===== config.mk =====
export PLATFORM = sky130hd
export DESIGN_NAME = unicode_utf_transcoder
export DESIGN_NICKNAME = d
export VERILOG_FILES = /design/src/rtl/uutf_pkg.sv /design/src/rtl/unicode_utf_transcoder.sv
export SDC_FILE = /design/constraint.sdc
export NUM_CORES = 1
export LEC_CHECK = 0
export BUFFER_PORTS_ARGS = -buffer_cell sky130_fd_sc_hd__buf_2
export CAP_MARGIN = 30
export CORE_ASPECT_RATIO = 1.4
export CORE_MARGIN = 2
export CORE_UTILIZATION = 46
export DETAILED_ROUTE_END_ITERATION = 10
export PLACE_DENSITY = 0.77
export SLEW_MARGIN = 20
export SYNTH_ARGS = -nofsm -noshare
export SYNTH_HDL_FRONTEND = slang
export SYNTH_SLANG_ARGS = --single-unit

===== constraint.sdc =====
create_clock -name clk_i -period 4.6 [get_ports clk_i]
set_input_delay 0.23 -clock clk_i [delete_from_list [all_inputs] [get_ports clk_i]]
set_output_delay 0.23 -clock clk_i [all_outputs]
set_load 0.1 [all_outputs]

===== src/rtl/uutf_pkg.sv =====
// Package with the encoding codes, result type and transcoding functions of the UTF transcoder.
`default_nettype none

package uutf_pkg;

  // Encoding codes of the source and target format registers; code three reads as UTF-32.
  typedef enum logic [1:0] {
    FMT_UTF8  = 2'd0,
    FMT_UTF16 = 2'd1,
    FMT_UTF32 = 2'd2
  } fmt_e;

  // Register indexes on the configuration port.
  typedef enum logic {
    REG_SOURCE_FORMAT = 1'b0,
    REG_TARGET_FORMAT = 1'b1
  } reg_idx_e;

  localparam logic [31:0] MaxScalar   = 32'h0010_FFFF;
  localparam logic [20:0] Replacement = 21'h00_FFFD;
  localparam logic [20:0] SuppBase    = 21'h01_0000;

  // Marker bits of UTF-8 lead and continuation bytes and of UTF-16 surrogates.
  localparam logic [2:0] Utf8Lead2   = 3'b110;
  localparam logic [3:0] Utf8Lead3   = 4'b1110;
  localparam logic [4:0] Utf8Lead4   = 5'b11110;
  localparam logic [1:0] Utf8Cont    = 2'b10;
  localparam logic [5:0] HiSurrogate = 6'b110110;
  localparam logic [5:0] LoSurrogate = 6'b110111;

  typedef struct packed {
    logic [31:0] word;
    logic [2:0]  units;
  } enc_t;

  // Decodes one packed character into its scalar value. Values above the Unicode range
  // become the replacement character.
  function automatic logic [20:0] decode_cp(fmt_e fmt, logic [31:0] w);
    logic [31:0] cp;
    case (fmt)
      FMT_UTF8: begin
        // The highest nonzero byte is the lead byte and sets the sequence length.
        if (w[31:24] != 8'd0) begin
          cp = {11'd0, w[26:24], w[21:16], w[13:8], w[5:0]};
        end else if (w[23:16] != 8'd0) begin
          cp = {16'd0, w[19:16], w[13:8], w[5:0]};
        end else if (w[15:8] != 8'd0) begin
          cp = {21'd0, w[12:8], w[5:0]};
        end else begin
          cp = {24'd0, w[7:0]};
        end
      end
      FMT_UTF16: begin
        // A zero high half means a single unit, taken as is.
        if (w[31:16] == 16'd0) begin
          cp = {16'd0, w[15:0]};
        end else begin
          cp = {11'd0, SuppBase} + {12'd0, w[25:16], w[9:0]};
        end
      end
      default: begin
        cp = w;
      end
    endcase
    if (cp > MaxScalar) begin
      return Replacement;
    end
    return cp[20:0];
  endfunction

  // Encodes a scalar value into packed code units of the target format.
  function automatic enc_t encode_cp(fmt_e fmt, logic [20:0] cp);
    enc_t        r;
    logic [20:0] v;
    v = cp - SuppBase;
    r.word  = {11'd0, cp};
    r.units = 3'd1;
    case (fmt)
      FMT_UTF8: begin
        if (cp < 21'h80) begin
          r.word  = {11'd0, cp};
          r.units = 3'd1;
        end else if (cp < 21'h800) begin
          r.word  = {16'd0, Utf8Lead2, cp[10:6], Utf8Cont, cp[5:0]};
          r.units = 3'd2;
        end else if (cp < SuppBase) begin
          r.word  = {8'd0, Utf8Lead3, cp[15:12], Utf8Cont, cp[11:6], Utf8Cont, cp[5:0]};
          r.units = 3'd3;
        end else begin
          r.word  = {Utf8Lead4, cp[20:18], Utf8Cont, cp[17:12], Utf8Cont, cp[11:6],
                     Utf8Cont, cp[5:0]};
          r.units = 3'd4;
        end
      end
      FMT_UTF16: begin
        // Surrogate-range values are written out like any other BMP value.
        if (cp < SuppBase) begin
          r.word  = {11'd0, cp};
          r.units = 3'd1;
        end else begin
          r.word  = {HiSurrogate, v[19:10], LoSurrogate, v[9:0]};
          r.units = 3'd2;
        end
      end
      default: begin
        r.word  = {11'd0, cp};
        r.units = 3'd1;
      end
    endcase
    return r;
  endfunction

endpackage

`default_nettype wire


===== src/rtl/unicode_utf_transcoder.sv =====
// Top level of the UTF-8 / UTF-16 / UTF-32 single-character transcoder.
`default_nettype none

// Channel   | Direction | Handshake                    | Payload
// ----------+-----------+------------------------------+-------------------------------------
// s_axis    | in        | s_axis_tvalid/s_axis_tready  | tdata[31:0] in_word
// m_axis    | out       | m_axis_tvalid/m_axis_tready  | tdata[31:0] out_word,
//           |           |                              |   [34:32] out_units, [55:35] code_point
// cfg       | in        | cfg_we_i (no wait)           | cfg_idx_i, cfg_data_i[1:0]
//
// The block takes one word per cycle while the result side does not stall. Each word
// passes through the input register and then the result register; the decode and
// re-encode of a character is a single pass of logic between them.
// Reset clears both valid flags and sets the formats to UTF-8 in and UTF-32 out.
// A stall on the result side holds the result register; the input register keeps taking a
// word as long as it is empty or its word moves on into the result register that cycle.
// The format registers are meant to be written only while no word is in flight.
module unicode_utf_transcoder (
  input  wire logic        clk_i,
  input  wire logic        rst_ni,
  // Input channel.
  input  wire logic        s_axis_tvalid,
  output logic             s_axis_tready,
  input  wire logic [31:0] s_axis_tdata,   // [31:0] in_word
  // Result channel.
  output logic             m_axis_tvalid,
  input  wire logic        m_axis_tready,
  output logic [55:0]      m_axis_tdata,   // [31:0] out_word, [34:32] out_units,
                                           // [55:35] code_point
  // Configuration write port.
  input  wire logic        cfg_we_i,
  input  wire logic        cfg_idx_i,
  input  wire logic [1:0]  cfg_data_i
);
  import uutf_pkg::*;

  fmt_e        src_fmt_q, src_fmt_d;
  fmt_e        dst_fmt_q, dst_fmt_d;

  logic        in_valid_q, in_valid_d;
  logic [31:0] in_word_q;
  logic        out_valid_q, out_valid_d;
  logic [31:0] out_word_q;
  logic [2:0]  out_units_q;
  logic [20:0] out_cp_q;

  logic        in_take;    // a word enters the input register
  logic        out_ready;  // the result register can take a new result
  logic        out_load;   // the word in the input register moves on
  logic [20:0] cp;
  enc_t        enc;

  // Format registers: only the two low bits of the data are kept, so code three can be
  // stored and is then handled as UTF-32.
  always_comb begin
    src_fmt_d = src_fmt_q;
    dst_fmt_d = dst_fmt_q;
    if (cfg_we_i) begin
      case (reg_idx_e'(cfg_idx_i))
        REG_SOURCE_FORMAT: src_fmt_d = fmt_e'(cfg_data_i);
        REG_TARGET_FORMAT: dst_fmt_d = fmt_e'(cfg_data_i);
        default: begin
          src_fmt_d = src_fmt_q;
        end
      endcase
    end
  end

  // Two-register pipeline with flow control passed back one stage per register.
  assign out_ready     = !out_valid_q || m_axis_tready;
  assign out_load      = in_valid_q && out_ready;
  assign s_axis_tready = !in_valid_q || out_ready;
  assign in_take       = s_axis_tvalid && s_axis_tready;

  assign in_valid_d  = in_take || (in_valid_q && !out_ready);
  assign out_valid_d = out_load || (out_valid_q && !m_axis_tready);

  // Decode to a scalar value, then re-encode it in the target format.
  assign cp  = decode_cp(src_fmt_q, in_word_q);
  assign enc = encode_cp(dst_fmt_q, cp);

  always_ff @(posedge clk_i or negedge rst_ni) begin
    if (!rst_ni) begin
      src_fmt_q   <= FMT_UTF8;
      dst_fmt_q   <= FMT_UTF32;
      in_valid_q  <= 1'b0;
      out_valid_q <= 1'b0;
    end else begin
      src_fmt_q   <= src_fmt_d;
      dst_fmt_q   <= dst_fmt_d;
      in_valid_q  <= in_valid_d;
      out_valid_q <= out_valid_d;
    end
  end

  always_ff @(posedge clk_i) begin
    if (in_take) begin
      in_word_q <= s_axis_tdata;
    end
    if (out_load) begin
      out_word_q  <= enc.word;
      out_units_q <= enc.units;
      out_cp_q    <= cp;
    end
  end

  assign m_axis_tvalid = out_valid_q;
  assign m_axis_tdata  = {out_cp_q, out_units_q, out_word_q};

  // A held word is never dropped while the result register is blocked.
  assert property (@(posedge clk_i) disable iff (!rst_ni)
    in_valid_q && !out_ready |=> in_valid_q)
    else $error("input word lost during a result stall");

  // The input side is only closed when the input register holds a word.
  assert property (@(posedge clk_i) disable iff (!rst_ni)
    !s_axis_tready |-> in_valid_q)
    else $error("input blocked with an empty input register");

  // Every delivered result has one to four units.
  assert property (@(posedge clk_i) disable iff (!rst_ni)
    out_valid_q |-> (out_units_q >= 3'd1 && out_units_q <= 3'd4))
    else $error("unit count out of range");

  // Every delivered scalar lies within the Unicode range.
  assert property (@(posedge clk_i) disable iff (!rst_ni)
    out_valid_q |-> ({11'd0, out_cp_q} <= MaxScalar))
    else $error("scalar value above the Unicode range");

endmodule

`default_nettype wire


Yosys cells after proc, flatten, opt, wreduce, memory -nomap -nowiden
Cells that the tools add are included.

Flip-flop bits (word level): 94. Latch bits: 0. RAM bits: 0. Memory bits (read-only): 0. Bits of input ports: 40. Output and inout bits: 58. Logic and storage cells: 50. Memories kept: 0.

Add/sub/neg operators: 2. $mul: 0. Div/mod/pow operators: 0. Order comparisons: 4. Eq/ne operators: 2. Shift-type cells: 0. Mux-type cells: 13. Bitwise gates (word level): 1. Reductions and logical operators: 20.

Operator list (number): $mux W35 (4); $mux W21 (4); $pmux W35 S2 (1); $pmux W32 S2 (1); $gt A32 B21 Y1 const B (1); $reduce_bool A8 Y1 (3); $add A17 B20 Y21 const A (1); $lt A21 B12 Y1 const B (1); $lt A21 B17 Y1 const B (1); $lt A21 B8 Y1 const B (1); $sub A20 B17 Y20 const B (1); $logic_not A16 Y1 (1); $mux W16 (1); $mux W11 (1); $eq A2 B1 Y1 const B (2); $logic_and A1 B1 Y1 (4); $logic_not A1 Y1 (4); $logic_not A2 Y1 (2); $logic_or A1 B1 Y1 (4); $reduce_and A2 Y1 (2); $mux W1 (1); $not A1 Y1 (1).

Depth between registers and ports, before layout
Gate-level depths: netlist (run 1).

Depth in word-level cells: 13. Depth in mapped cells: 11. Gate-level depth less buffers: 11.

Least setup slack after synthesis (run 1)
No wires, ideal clock.

Path type: reg2reg. From: register out_valid_q (netlist: m_axis_tvalid). To: register in_word_q[0] (enable). Setup time: 405 ps. Data arrival time: 2732 ps. Data required time: 4195 ps. Setup slack: 1464 ps. Cell stages (with the launch flop): 3. Path buffers: 0. Clock period less this slack: 3136 ps. Path through: dfrtp_1 > nand3b_1 > and2_1.

Cells in the longest elaborated chain, start to end: 4.

Ends and longest elaborated chain: start: declaration (line unicode_utf_transcoder.sv:42) `logic out_valid_q, out_valid_d;`; start signal: assignment (line unicode_utf_transcoder.sv:92) `out_valid_q <= out_valid_d;`; $logic_not A1 Y1 (line unicode_utf_transcoder.sv:70) `assign out_ready = !out_valid_q || m_axis_tready;`; $logic_or A1 B1 Y1 (line unicode_utf_transcoder.sv:70); $logic_or A1 B1 Y1 (line unicode_utf_transcoder.sv:72) `assign s_axis_tready = !in_valid_q || out_ready;`; named net s_axis_tready (line unicode_utf_transcoder.sv:23) `output logic s_axis_tready,`; $logic_and A1 B1 Y1 (line unicode_utf_transcoder.sv:73) `assign in_take = s_axis_tvalid && s_axis_tready;`; named net in_take (line unicode_utf_transcoder.sv:47) `logic in_take;`; end signal: assignment (line unicode_utf_transcoder.sv:98) `in_word_q <= s_axis_tdata;`; end: declaration (line unicode_utf_transcoder.sv:41) `logic [31:0] in_word_q;`.

The timed path passes the listed nets, and every way through them passes these cells. A chain may end at the register's enable or synchronous reset.

==> impl_results.md, run 1 <==
* Share of the synthesized area in the top cell type at 60.8%
* P_sw at 945 uW
* Die area at 9240 um^2
* Worst-Skew Late Latency at 0.34 ns
* IO Count at around 100
* CP Class: reg2reg
* Sw frac at 39.0%
* Detailed placement HPWL at 5.63 mm
* Post-CTS Setup Bufs at 0
* Max Cap Viol at 0
* R2r worst-path depth at 6
* Cell count of the worst hold path at 1
* Synthesized instance count at 283
* Final Max Tran Viols at 0
* Slew headroom at 42.7%
* Gr usage total at 17.4%
* Die span in x at 81.8 um
* Comb power frac at 32.9%
* Crit-path cells: nor4_4, nand4_1, a222oi_1, nand3_4, o41ai_4, mux2_2
* Area Growth Syn to Fin at 20.6%
* Prevailing post-synth register cell: edfxtp_1
* CTS root buf: clkbuf_16
* Syn Nets at 326
* Peak VDD IR at roughly 330 uV
* Top cells by count, synth: 79 x edfxtp_1, 21 x nor2_1, 17 x nand2_1
* Final setup vio count at 0
* Chip height at 113 um
* DRT antenna net count at 0
* Critical Path AT at 3.62 ns
* Slowest CP cell: a222oi_1
* N_diodes at 0
* Clk buf depth at 2
* CTS tree: built
* R2r setup slk at 1.07 ns
* Number of flops mapped to enable cells by yosys at 79
* Hold_buf cts at 1
* Worst setup SP type: flop
* RSZ-0062 raised after global routing: false
* Clock period minus worst slack at approximately 3.5 ns
* Post-Syn Area per Cell at 13.8 um^2
* Via count at 2598
* Post-synth top area cell: edfxtp_1
* Gpl congestion at 0.870
* R2R Path Start: in_word_q[26]
* Flop pwr share at 41.4%
* DRC viols at 0
* Post-synth ARST share at 7.06%
* Final hold vios at 0
* Worst-case clock skew at 0.00508 ns
* Worst-path clk slew at 0.06 ns
* CTS buffer count at 9
* Vias per cell at 5.37
* Layout Nets at 420
* Initial core utilization at between 40% and 50%
* Largest net degree at the start of global routing at 48
* Share of cells above drive strength 1 at between 30% and 40%
* Clk pwr share at about 26%
* Cell Rows at 39
* PD cells at 515 nW/um^2
* Ys Warns at 0
* CP peak stage delay at 0.76 ns
* Buf/Inv on CP at 0
* Remaining Overflow, GRT at 0
* Leak at 1.80 nW
* Worst min path class: in2reg
* Hold_sp: s_axis_tdata[8]
* Fin crit share at 76.8%
* Initial DRC Count at 133
* Register area share after synthesis at 64.7%
* Fillers at 691
* Top cells by area, synth: edfxtp_1 61%, mux2_2 3.5%, dfrtp_1 3.2%
* Critical Path RT at 4.69 ns
* I/O Buffers at 97
* Cell internal pwr at roughly 1.5 mW
* Initial antenna violation count at 0
* Fin util at 57.4%
* Worst-case hold path end point: in_word_q[8]
* Worst Setup End Kind: flop
* CP top delay family: compound AO/OA/AOI/OAI gates
* #FFs+latches synth at 85
* Post_cts resized at 0
* Most common cell in the netlist: edfxtp_1
* Setup TNS Final at 0 ns
* Clk sink count at 85
* First-pass GRT wire length at 11.9 mm
* Vias in the first global route at 2448
* Worst-path fanout max at 13
* Reg2reg end: out_word_q[8]
* Syn Std Cell Area at approximately 4000 um^2
* Worst slew pin tran at 0.860 ns
* Maximum clock frequency at 0.283 GHz
* Post-synth cell types at 65
* Total wire length at 7.47 mm
* Routed len/inst at 15.4 um
* Status: finished clean
* Core area at 8200 um^2
* Htree depth at 3
* DRT Pass-1 Iters at 4
worst max path at each step:
| stage | end | slack, ns | start | cells after the start |
|---|---|---|---|---|
| 3_5_place_dp | out_word_q[15] | 1.09 | in_word_q[26] | 7 |
| 4_1_cts | out_word_q[15] | 1.08 | in_word_q[26] | 7 |
| 5_1_grt | out_word_q[15] | 0.75 | in_word_q[26] | 7 |
| 6_report | out_word_q[8] | 1.07 | in_word_q[26] | 6 |
| 3_3_place_gp | out_word_q[15] | 1.16 | in_word_q[31] | 7 |
| 2_1_floorplan | in_word_q[0] | 1.46 | m_axis_tvalid | 2 |
power groups by stage:
stage / clock network [mW] / registers, mW / logic [mW]
2_1_floorplan: 0 / 1.37 / 0.317
3_5_place_dp: 0 / 1.02 / 0.792
6_report: 0.624 / 1.00 / 0.797
4_1_cts: 0.634 / 1.00 / 0.794
3_3_place_gp: 0 / 1.02 / 0.784
5_1_grt: 0.674 / 1.01 / 0.841
cells in the final DEF, fill, tap and decap left out, types with 3 or more instances in the layout:
cell       instances
and2_1             4
or2_2              8
clkbuf_16          9
a221o_1            7
nand3_1            4
ha_1               3
nand2_1           17
nor2_1            21
edfxtp_1          79
buf_2             97
mux2_2            12
nand2b_1           8
nand4_1            6
a22oi_1            3
clkinv_1           4
a21oi_1            7
o21ai_0            7
nor2b_1            6
dfrtp_1            5
a31oi_1            5
inv_1             10
nor3b_1            3
state kept, by name (all words and copies together), names as in the netlist:
register,flops
out_units_q,2
src_fmt_q,2
in_word_q,32
out_word_q,30
out_cp_q,15
in_valid_q,1
m_axis_tvalid,1
dst_fmt_q,2
cell type report:
| class | instances | area (um^2) | share of cell area [%] |
|---|---|---|---|
| Clock buffer | 10 | 229 | 4.87 |
| Tap cell | 102 | 128 | 2.71 |
| Inverter | 12 | 45.0 | 0.958 |
| Sequential cell | 85 | 2520 | 53.7 |
| Clock inverter | 6 | 30.0 | 0.638 |
| Multi-Input combinational cell | 169 | 1220 | 26.0 |
| Timing Repair Buffer | 100 | 523 | 11.1 |
per-stage QoR:
step	total power [mW]	setup WS, ns	hold slack, ns	cell area, um^2	instances
after floorplan	1.69	1.46	-0.0656	3900	283
after global placement	1.80	1.16	0.0559	4410	466
after detailed placement	1.81	1.09	0.0586	4410	466
after CTS	2.43	1.08	0.0580	4680	483
after global routing	2.52	0.752	0.0502	4700	484
final	2.42	1.07	0.0635	4700	484
per-layer routing:
layer,track usage [%],vias to the layer above,part of all wire [%]
met5,0,-,0
met4,10.7,0,3.3
met3,3.35,20,5.2
met2,28.8,89,53
met1,20.6,1225,39
li1,-,1264,-
cells by family after synthesis:
group | synth area share (%)
simple gates | 14.3
flops | 64.7
compound gates | 11.1
buf+inv | 3.91
mux | 4.56
fa+ha+maj | 0.963
xor+xnor | 0.449
Power figures use the tool's default switching activity.
==> run 2, diff against run 1 <==
ABC_AREA = 1   (was not set)
clock period = 3.56 ns   (was 4.6 ns; I/O delays follow)
==> impl_results.md, run 2 <==
* Synthesized instance count at 359 (+27%)
* Detailed placement HPWL at 5.98 mm (+6.1%)
* Via count at 2769 (+6.6%)
* Final hold vios at 0 (unchanged)
* Area Growth Syn to Fin at 25.4%
* Top flop regs: in_word_q x32, out_word_q x30, out_cp_q x15
* Most frequent cells in the layout: 97 x buf_2, 86 x nand2_1, 79 x edfxtp_1
* Largest register FFs at 32 (unchanged)
* Crit. Startpoint: in_word_q[22]
* I/O Buffers at 97 (unchanged)
* Initial DRC Count at 164 (+23%)
* R2R Path Start: in_word_q[22]
* Ys Warns at 0 (unchanged)
* Initial core utilization at 47.1% (-0.44 points)
* Worst-Skew Late Latency at 0.34 ns (about the same)
* Commonest non-fill, non-tap cell in the layout: buf_2
* Crit-path cells: inv_1, ha_1, nand2_1, nor2_1, nand2_2, nand2_1, nand2_2, nor2_2, nand3_2, a21oi_4, nand2_2, nand3_2, nand2_1, nand2_1, nand2_1
* Die span in x at 81.2 um (-0.72%)
* Vias in the first global route at 2651 (+8.3%)
* Post-synth cell types at 33 (-49%)
* Worst min path class: in2reg
* Clk sink count at 85 (unchanged)
* First-pass GRT wire length at 12.3 mm (+3.5%)
* Initial antenna violation count at 0 (unchanged)
* Worst slew pin tran at 0.623 ns (-0.237 ns)
* Worst-path fanout max at 14 (+1)
* Status: finished clean
* Setup TNS Final at 0 ns (unchanged)
* Top cells by count, synth: 86 x nand2_1, 79 x edfxtp_1, 45 x inv_1
* Gpl congestion at 0.902 (+3.7%)
* Post_cts resized at 0 (unchanged)
* Number of flops mapped to enable cells by yosys at 79 (unchanged)
* Area of the multi-input gates at 1040 um^2 (-15%)
* CTS buffer count at 9 (unchanged)
* Slowest CP cell: edfxtp_1
* Final setup vio count at 0 (unchanged)
* PD cells at 720 nW/um^2 (+40%)
* CP top delay family: simple AND/OR/NAND/NOR gates
* Routed len/inst at 13.8 um (-11%)
* CTS tree: built
* Most flop-heavy register: in_word_q
* Peak VDD IR at 361 uV (+9.3%)
* Post-synth ARST share at 7.06% (unchanged)
* Cell Rows at 39 (unchanged)
* Buf/Inv on CP at 1 (+1)
* Maximum clock frequency at 0.349 GHz (+23%)
* DRT Pass-1 Iters at 4 (unchanged)
* Post-Syn Area per Cell at 10.7 um^2 (-22%)
* RSZ-0062 raised after global routing: false
* Max Cap Viol at 0 (unchanged)
* Syn Std Cell Area at 3840 um^2 (-1.5%)
* Register Area at 2520 um^2 (unchanged)
* Core area at 8150 um^2 (-0.60%)
* Remaining Overflow, GRT at 0 (unchanged)
* N_diodes at 0 (unchanged)
* Syn Nets at 402 (+23%)
* Gr usage total at 18.4% (+0.91 points)
* DRC viols at 0 (unchanged)
* Top cells by area, synth: edfxtp_1 62%, nand2_1 8.4%, inv_1 4.4%
* Chip height at 112 um (-0.73%)
* Critical Path AT at 2.96 ns (-0.66 ns)
* Die area at 9110 um^2 (-1.4%)
* DP Worst Slack at 0.735 ns (-0.356 ns)
* Most common cell in the netlist: nand2_1
* Post-synth top area cell: edfxtp_1
* R2r setup slk at 0.69 ns (-0.37 ns)
* Htree depth at 3 (unchanged)
* Worst-path clk slew at 0.06 ns (about the same)
* Share of cells above drive strength 1 at 30.2% (-8.0 points)
* Worst Setup End Kind: flop
* IO Count at 98 (unchanged)
* Slew headroom at 57.9% (+15 points)
* Prevailing post-synth register cell: edfxtp_1
* Clk buf depth at 2 (unchanged)
* Vias per cell at 4.87 (-9.3%)
* Register area share after synthesis at 65.7% (+0.99 points)
* Hold_sp: s_axis_tdata[6]
* Leak at 2.09 nW (+16%)
* Fin crit share at 80.5% (+3.7 points)
* Cell repeated most along the worst path: nand2_1
* CP Class: reg2reg
* Largest net degree at the start of global routing at 48 (unchanged)
* Critical Path RT at 3.65 ns (-1.04 ns)
* Clock period minus worst slack at 2.87 ns (-0.666 ns)
* Worst setup SP type: flop
* Layout Nets at 505 (+20%)
* Share of the synthesized area in the top cell type at 61.8% (+0.93 points)
* CP peak stage delay at 0.44 ns (-0.32 ns)
* CTS root buf: clkbuf_16
* #FFs+latches synth at 85 (unchanged)
* Fillers at 674 (-2.5%)
* Worst-case clock skew at 0.00675 ns (+0.00166 ns)
* Final Max Tran Viols at 0 (unchanged)
* Worst Slack Setup Final at 0.693 ns (-0.374 ns)
* Fin Hold WS at 0.0114 ns (-0.0521 ns)
* Total wire length at 7.84 mm (+5.0%)
* DRT antenna net count at 0 (unchanged)
[run 2: worst register-to-register path, delay by kind of cell (launching register included)]
kind,cells,cell delay (ns)
AND/OR/NAND/NOR,12,1.57
adder cells (fa/ha/maj),1,0.15
flip-flops,1,0.44
buffers and inverters,1,0.11
AO/OA/AOI/OAI,1,0.34
[run 2: what timing repair did]
item                      4_1_cts  5_1_grt
hold endpoints to repair       10        1
hold buffers                    5        1
setup buffers                   0        0
[run 2: path summary, 6_finish.rpt]
path,end,cells after the start
min,in_word_q[6],1
min reg2reg,out_word_q[5],1
max reg2reg,out_units_q[0],15
min in group asynchronous,dst_fmt_q[0],2
max in group asynchronous,dst_fmt_q[1],2
max,out_units_q[0],15
[run 2: area by class of cell]
type                       instances  share of cell area (%)
clock buffer                      11                    4.83
timing repair buffer             107                    12.1
multi-input combinational        210                    21.6
tap                              102                    2.65
sequential                        85                    52.4
inverter                          49                    3.82
clock inverter                     5                    2.60
[run 2: stage by stage]
step	power, mW	cell area [um^2]	cells	util [%]
after global placement	2.35	4380	546	53.8
after detailed placement	2.37	4400	547	54.0
after global routing	3.61	4820	569	59.1
after floorplan	2.20	3840	359	-
final	3.47	4820	569	59.1
after CTS	3.49	4810	568	59.0
[run 2: cells by family (layout without fill, tap and decap cells)]
logic type	after synthesis	after routing	synth area share (%)
compound gates	43	43	6.61
flops	85	85	65.7
simple gates	161	161	18.4
buf+inv	64	172	7.49
fa+ha+maj	3	3	0.977
mux	2	2	0.554
xor+xnor	1	1	0.228
[run 2: report_power, final]
part           total (mW)  leakage (nW)  internal [mW]  switching [mW]
Clock                1.11         0.174          0.755           0.355
Combinational        1.08          1.11          0.187           0.889
Sequential           1.28         0.806           1.24          0.0456
[run 2: layer usage]
layer / vias to the layer above / share of wire, % / track usage (%)
met4: 0 / 2.4 / 8.93
met1: 1258 / 37 / 19.9
li1: 1404 / - / -
met3: 13 / 5.0 / 4.18
met5: - / 0 / 0
met2: 94 / 55 / 32.8
==> run 3, diff against run 2 <==
ABC_AREA = 0   (was 1)
clock period = 2.9 ns   (was 3.56 ns; I/O delays follow)
==> impl_results.md, run 3 (synthesis results as in run 1) <==
* P_sw at 1.54 mW (+20%)
* Worst min path class: in2reg
* CTS root buf: clkbuf_16
* N_diodes at 0 (unchanged)
* Worst-path fanout max at 7 (-7)
* Layout Nets at 484 (-4.2%)
* Core area at 8200 um^2 (+0.60%)
* Remaining Overflow, GRT at 0 (unchanged)
* DRT antenna net count at 0 (unchanged)
* Worst Slack Setup Final at 0.101 ns (-0.593 ns)
* Clk sink count at 85 (unchanged)
* Peak VDD IR at 505 uV (+40%)
* Gpl congestion at 0.882 (-2.2%)
* Routed len/inst at 16.2 um (+17%)
* Via count at 2906 (+4.9%)
* CTS tree: built
* Sw frac at 36.8% (-0.41 points)
* Max Cap Viol at 0 (unchanged)
* Worst slew pin tran at 0.697 ns (+0.0738 ns)
* Area Growth Syn to Fin at 38.6%
* First-pass GRT wire length at 13.6 mm (+9.9%)
* Largest net degree at the start of global routing at 48 (unchanged)
* DRC viols at 0 (unchanged)
* Commonest non-fill, non-tap cell in the layout: buf_2
* Initial DRC Count at 97 (-41%)
* Gr usage total at 19.9% (+1.6 points)
* DRT Pass-1 Iters at 4 (unchanged)
* I/O Buffers at 97 (unchanged)
* Clk buf depth at 2 (unchanged)
* Worst Setup End Kind: flop
* Die span in x at 81.8 um (+0.73%)
* Htree depth at 3 (unchanged)
* Slew headroom at 53.6% (-4.4 points)
* Fin Hold WS at 0.0123 ns (+0.000963 ns)
* Chip height at 113 um (+0.74%)
* CP Class: reg2reg
* Worst-Skew Late Latency at 0.33 ns (about the same)
* Most frequent cells in the layout: 97 x buf_2, 79 x edfxtp_1, 33 x dlygate4sd3_1
* Critical Path RT at 2.98 ns (-0.67 ns)
* Share of cells above drive strength 1 at 41.9% (+12 points)
* Worst-path clk slew at 0.05 ns (about the same)
* CP peak stage delay at 0.43 ns (about the same)
* Comb power frac at 34.7% (+3.7 points)
* Clk pwr share at 27.4% (-4.6 points)
* IO Count at 98 (unchanged)
* PD cells at 776 nW/um^2 (+7.8%)
* Flop pwr share at 37.8% (+0.8 points)
* Most flop-heavy register: in_word_q
* Final hold vios at 0 (unchanged)
* Leak at 2.13 nW (+1.8%)
* Vias per cell at 5.32 (+9.4%)
* Fin crit share at 96.5% (+16 points)
* Vias in the first global route at 2898 (+9.3%)
* DP Worst Slack at -0.0378 ns (-0.773 ns)
* Status: finished clean
* Worst setup SP type: flop
* Cell internal pwr at 2.65 mW (+22%)
* Cell Rows at 39 (unchanged)
* Final setup vio count at 0 (unchanged)
* Maximum clock frequency at 0.357 GHz (+2.4%)
* Worst-case clock skew at 0.00497 ns (-0.00178 ns)
* Total wire length at 8.83 mm (+13%)
* Final Max Tran Viols at 0 (unchanged)
* Initial antenna violation count at 0 (unchanged)
* Top flop regs: in_word_q x32, out_word_q x30, out_cp_q x15
* Detailed placement HPWL at 6.11 mm (+2.3%)
* Slowest CP cell: edfxtp_1
* Initial core utilization at 47.6% (+0.44 points)
* Critical Path AT at 2.88 ns (-0.08 ns)
* CTS buffer count at 9 (unchanged)
* Die area at 9240 um^2 (+1.5%)
* Clock period minus worst slack at 2.80 ns (-0.0673 ns)
* Largest register FFs at 32 (unchanged)
* RSZ-0062 raised after global routing: true
* Crit-path cells: nor4_4, buf_4, a21boi_0, a222oi_1, buf_4, a41oi_4, a221o_1, a221o_1
==> run 3: cell count changes in the layout (fill, tap and decap cells not counted), moves of 13 or more <==
cell           delta
dlygate4sd3_1    +27
o21ai_0          -13
buf_4            +27
nand2_1          -70
inv_1            -35
nand3_1          -17
==> run 3: worst max-delay path, delay by kind of cell (launching register included) <==
kind	cells	cell delay, ns
AOI/OAI and AO/OA	5	1.34
and+or+nand+nor	1	0.35
buffers and inverters	2	0.42
DFF	1	0.43
==> run 3: power by group through the flow <==
stage                     clock (mW)  combinational, mW  sequential, mW
after floorplan                    0              0.503            2.18
after global placement             0               1.31            1.61
after detailed placement           0               1.32            1.61
after CTS                       1.17               1.37            1.59
after global routing            1.23               1.53            1.60
final                           1.15               1.46            1.59
==> run 3: path summary, 6_finish.rpt <==
kind	start	end	slack [ns]	cells past startpoint
worst max-delay path	in_word_q[26]	out_word_q[20]	0.10	8
worst min-delay path	s_axis_tvalid	in_valid_q	0.01	2
worst max register to register	in_word_q[26]	out_word_q[20]	0.10	8
worst min register to register	in_word_q[3]	out_word_q[3]	0.50	1
max in group asynchronous	rst_ni	dst_fmt_q[1]	2.51	2
min in group asynchronous	rst_ni	src_fmt_q[0]	0.17	2
==> run 3: what timing repair did <==
| item | CTS | global route |
|---|---|---|
| endpoints found under the setup margin | 3 | 24 |
| pin swaps | 0 | 7 |
| endpoints found under the hold margin | 38 | 0 |
| setup buffers | 0 | 12 |
| gates resized for setup | 3 | 14 |
| hold buffers | 33 | 0 |
==> run 3: routing by layer <==
metal	routed length (um)	GRT usage, %	vias to the layer above
met5	0	0	-
met4	426	15.3	0
met3	432	3.35	30
met2	4750	33.4	106
met1	3220	21.8	1373
li1	-	-	1397
==> run 3: cell type report <==
type	instances	area, um^2
Clock buffer	12	236
Clock inverter	2	60.1
Inverter	12	45.0
Sequential cell	85	2520
Fill cell	617	2790
Tap cell	102	128
Multi-Input combinational cell	169	1310
Timing Repair Buffer	164	1100
==> run 3: through the flow <==
| step | cells | util [%] | setup TNS [ns] | power (mW) | instance area (um^2) |
|---|---|---|---|---|---|
| final | 546 | 65.9 | 0 | 4.19 | 5410 |
| after global routing | 546 | 65.9 | -0.198 | 4.35 | 5410 |
| after CTS | 533 | 63.6 | 0 | 4.13 | 5210 |
| after detailed placement | 486 | 55.7 | -0.0378 | 2.93 | 4570 |
| after global placement | 486 | 55.7 | -0.00916 | 2.92 | 4570 |
| after floorplan | 283 | - | -0.0760 | 2.68 | 3900 |
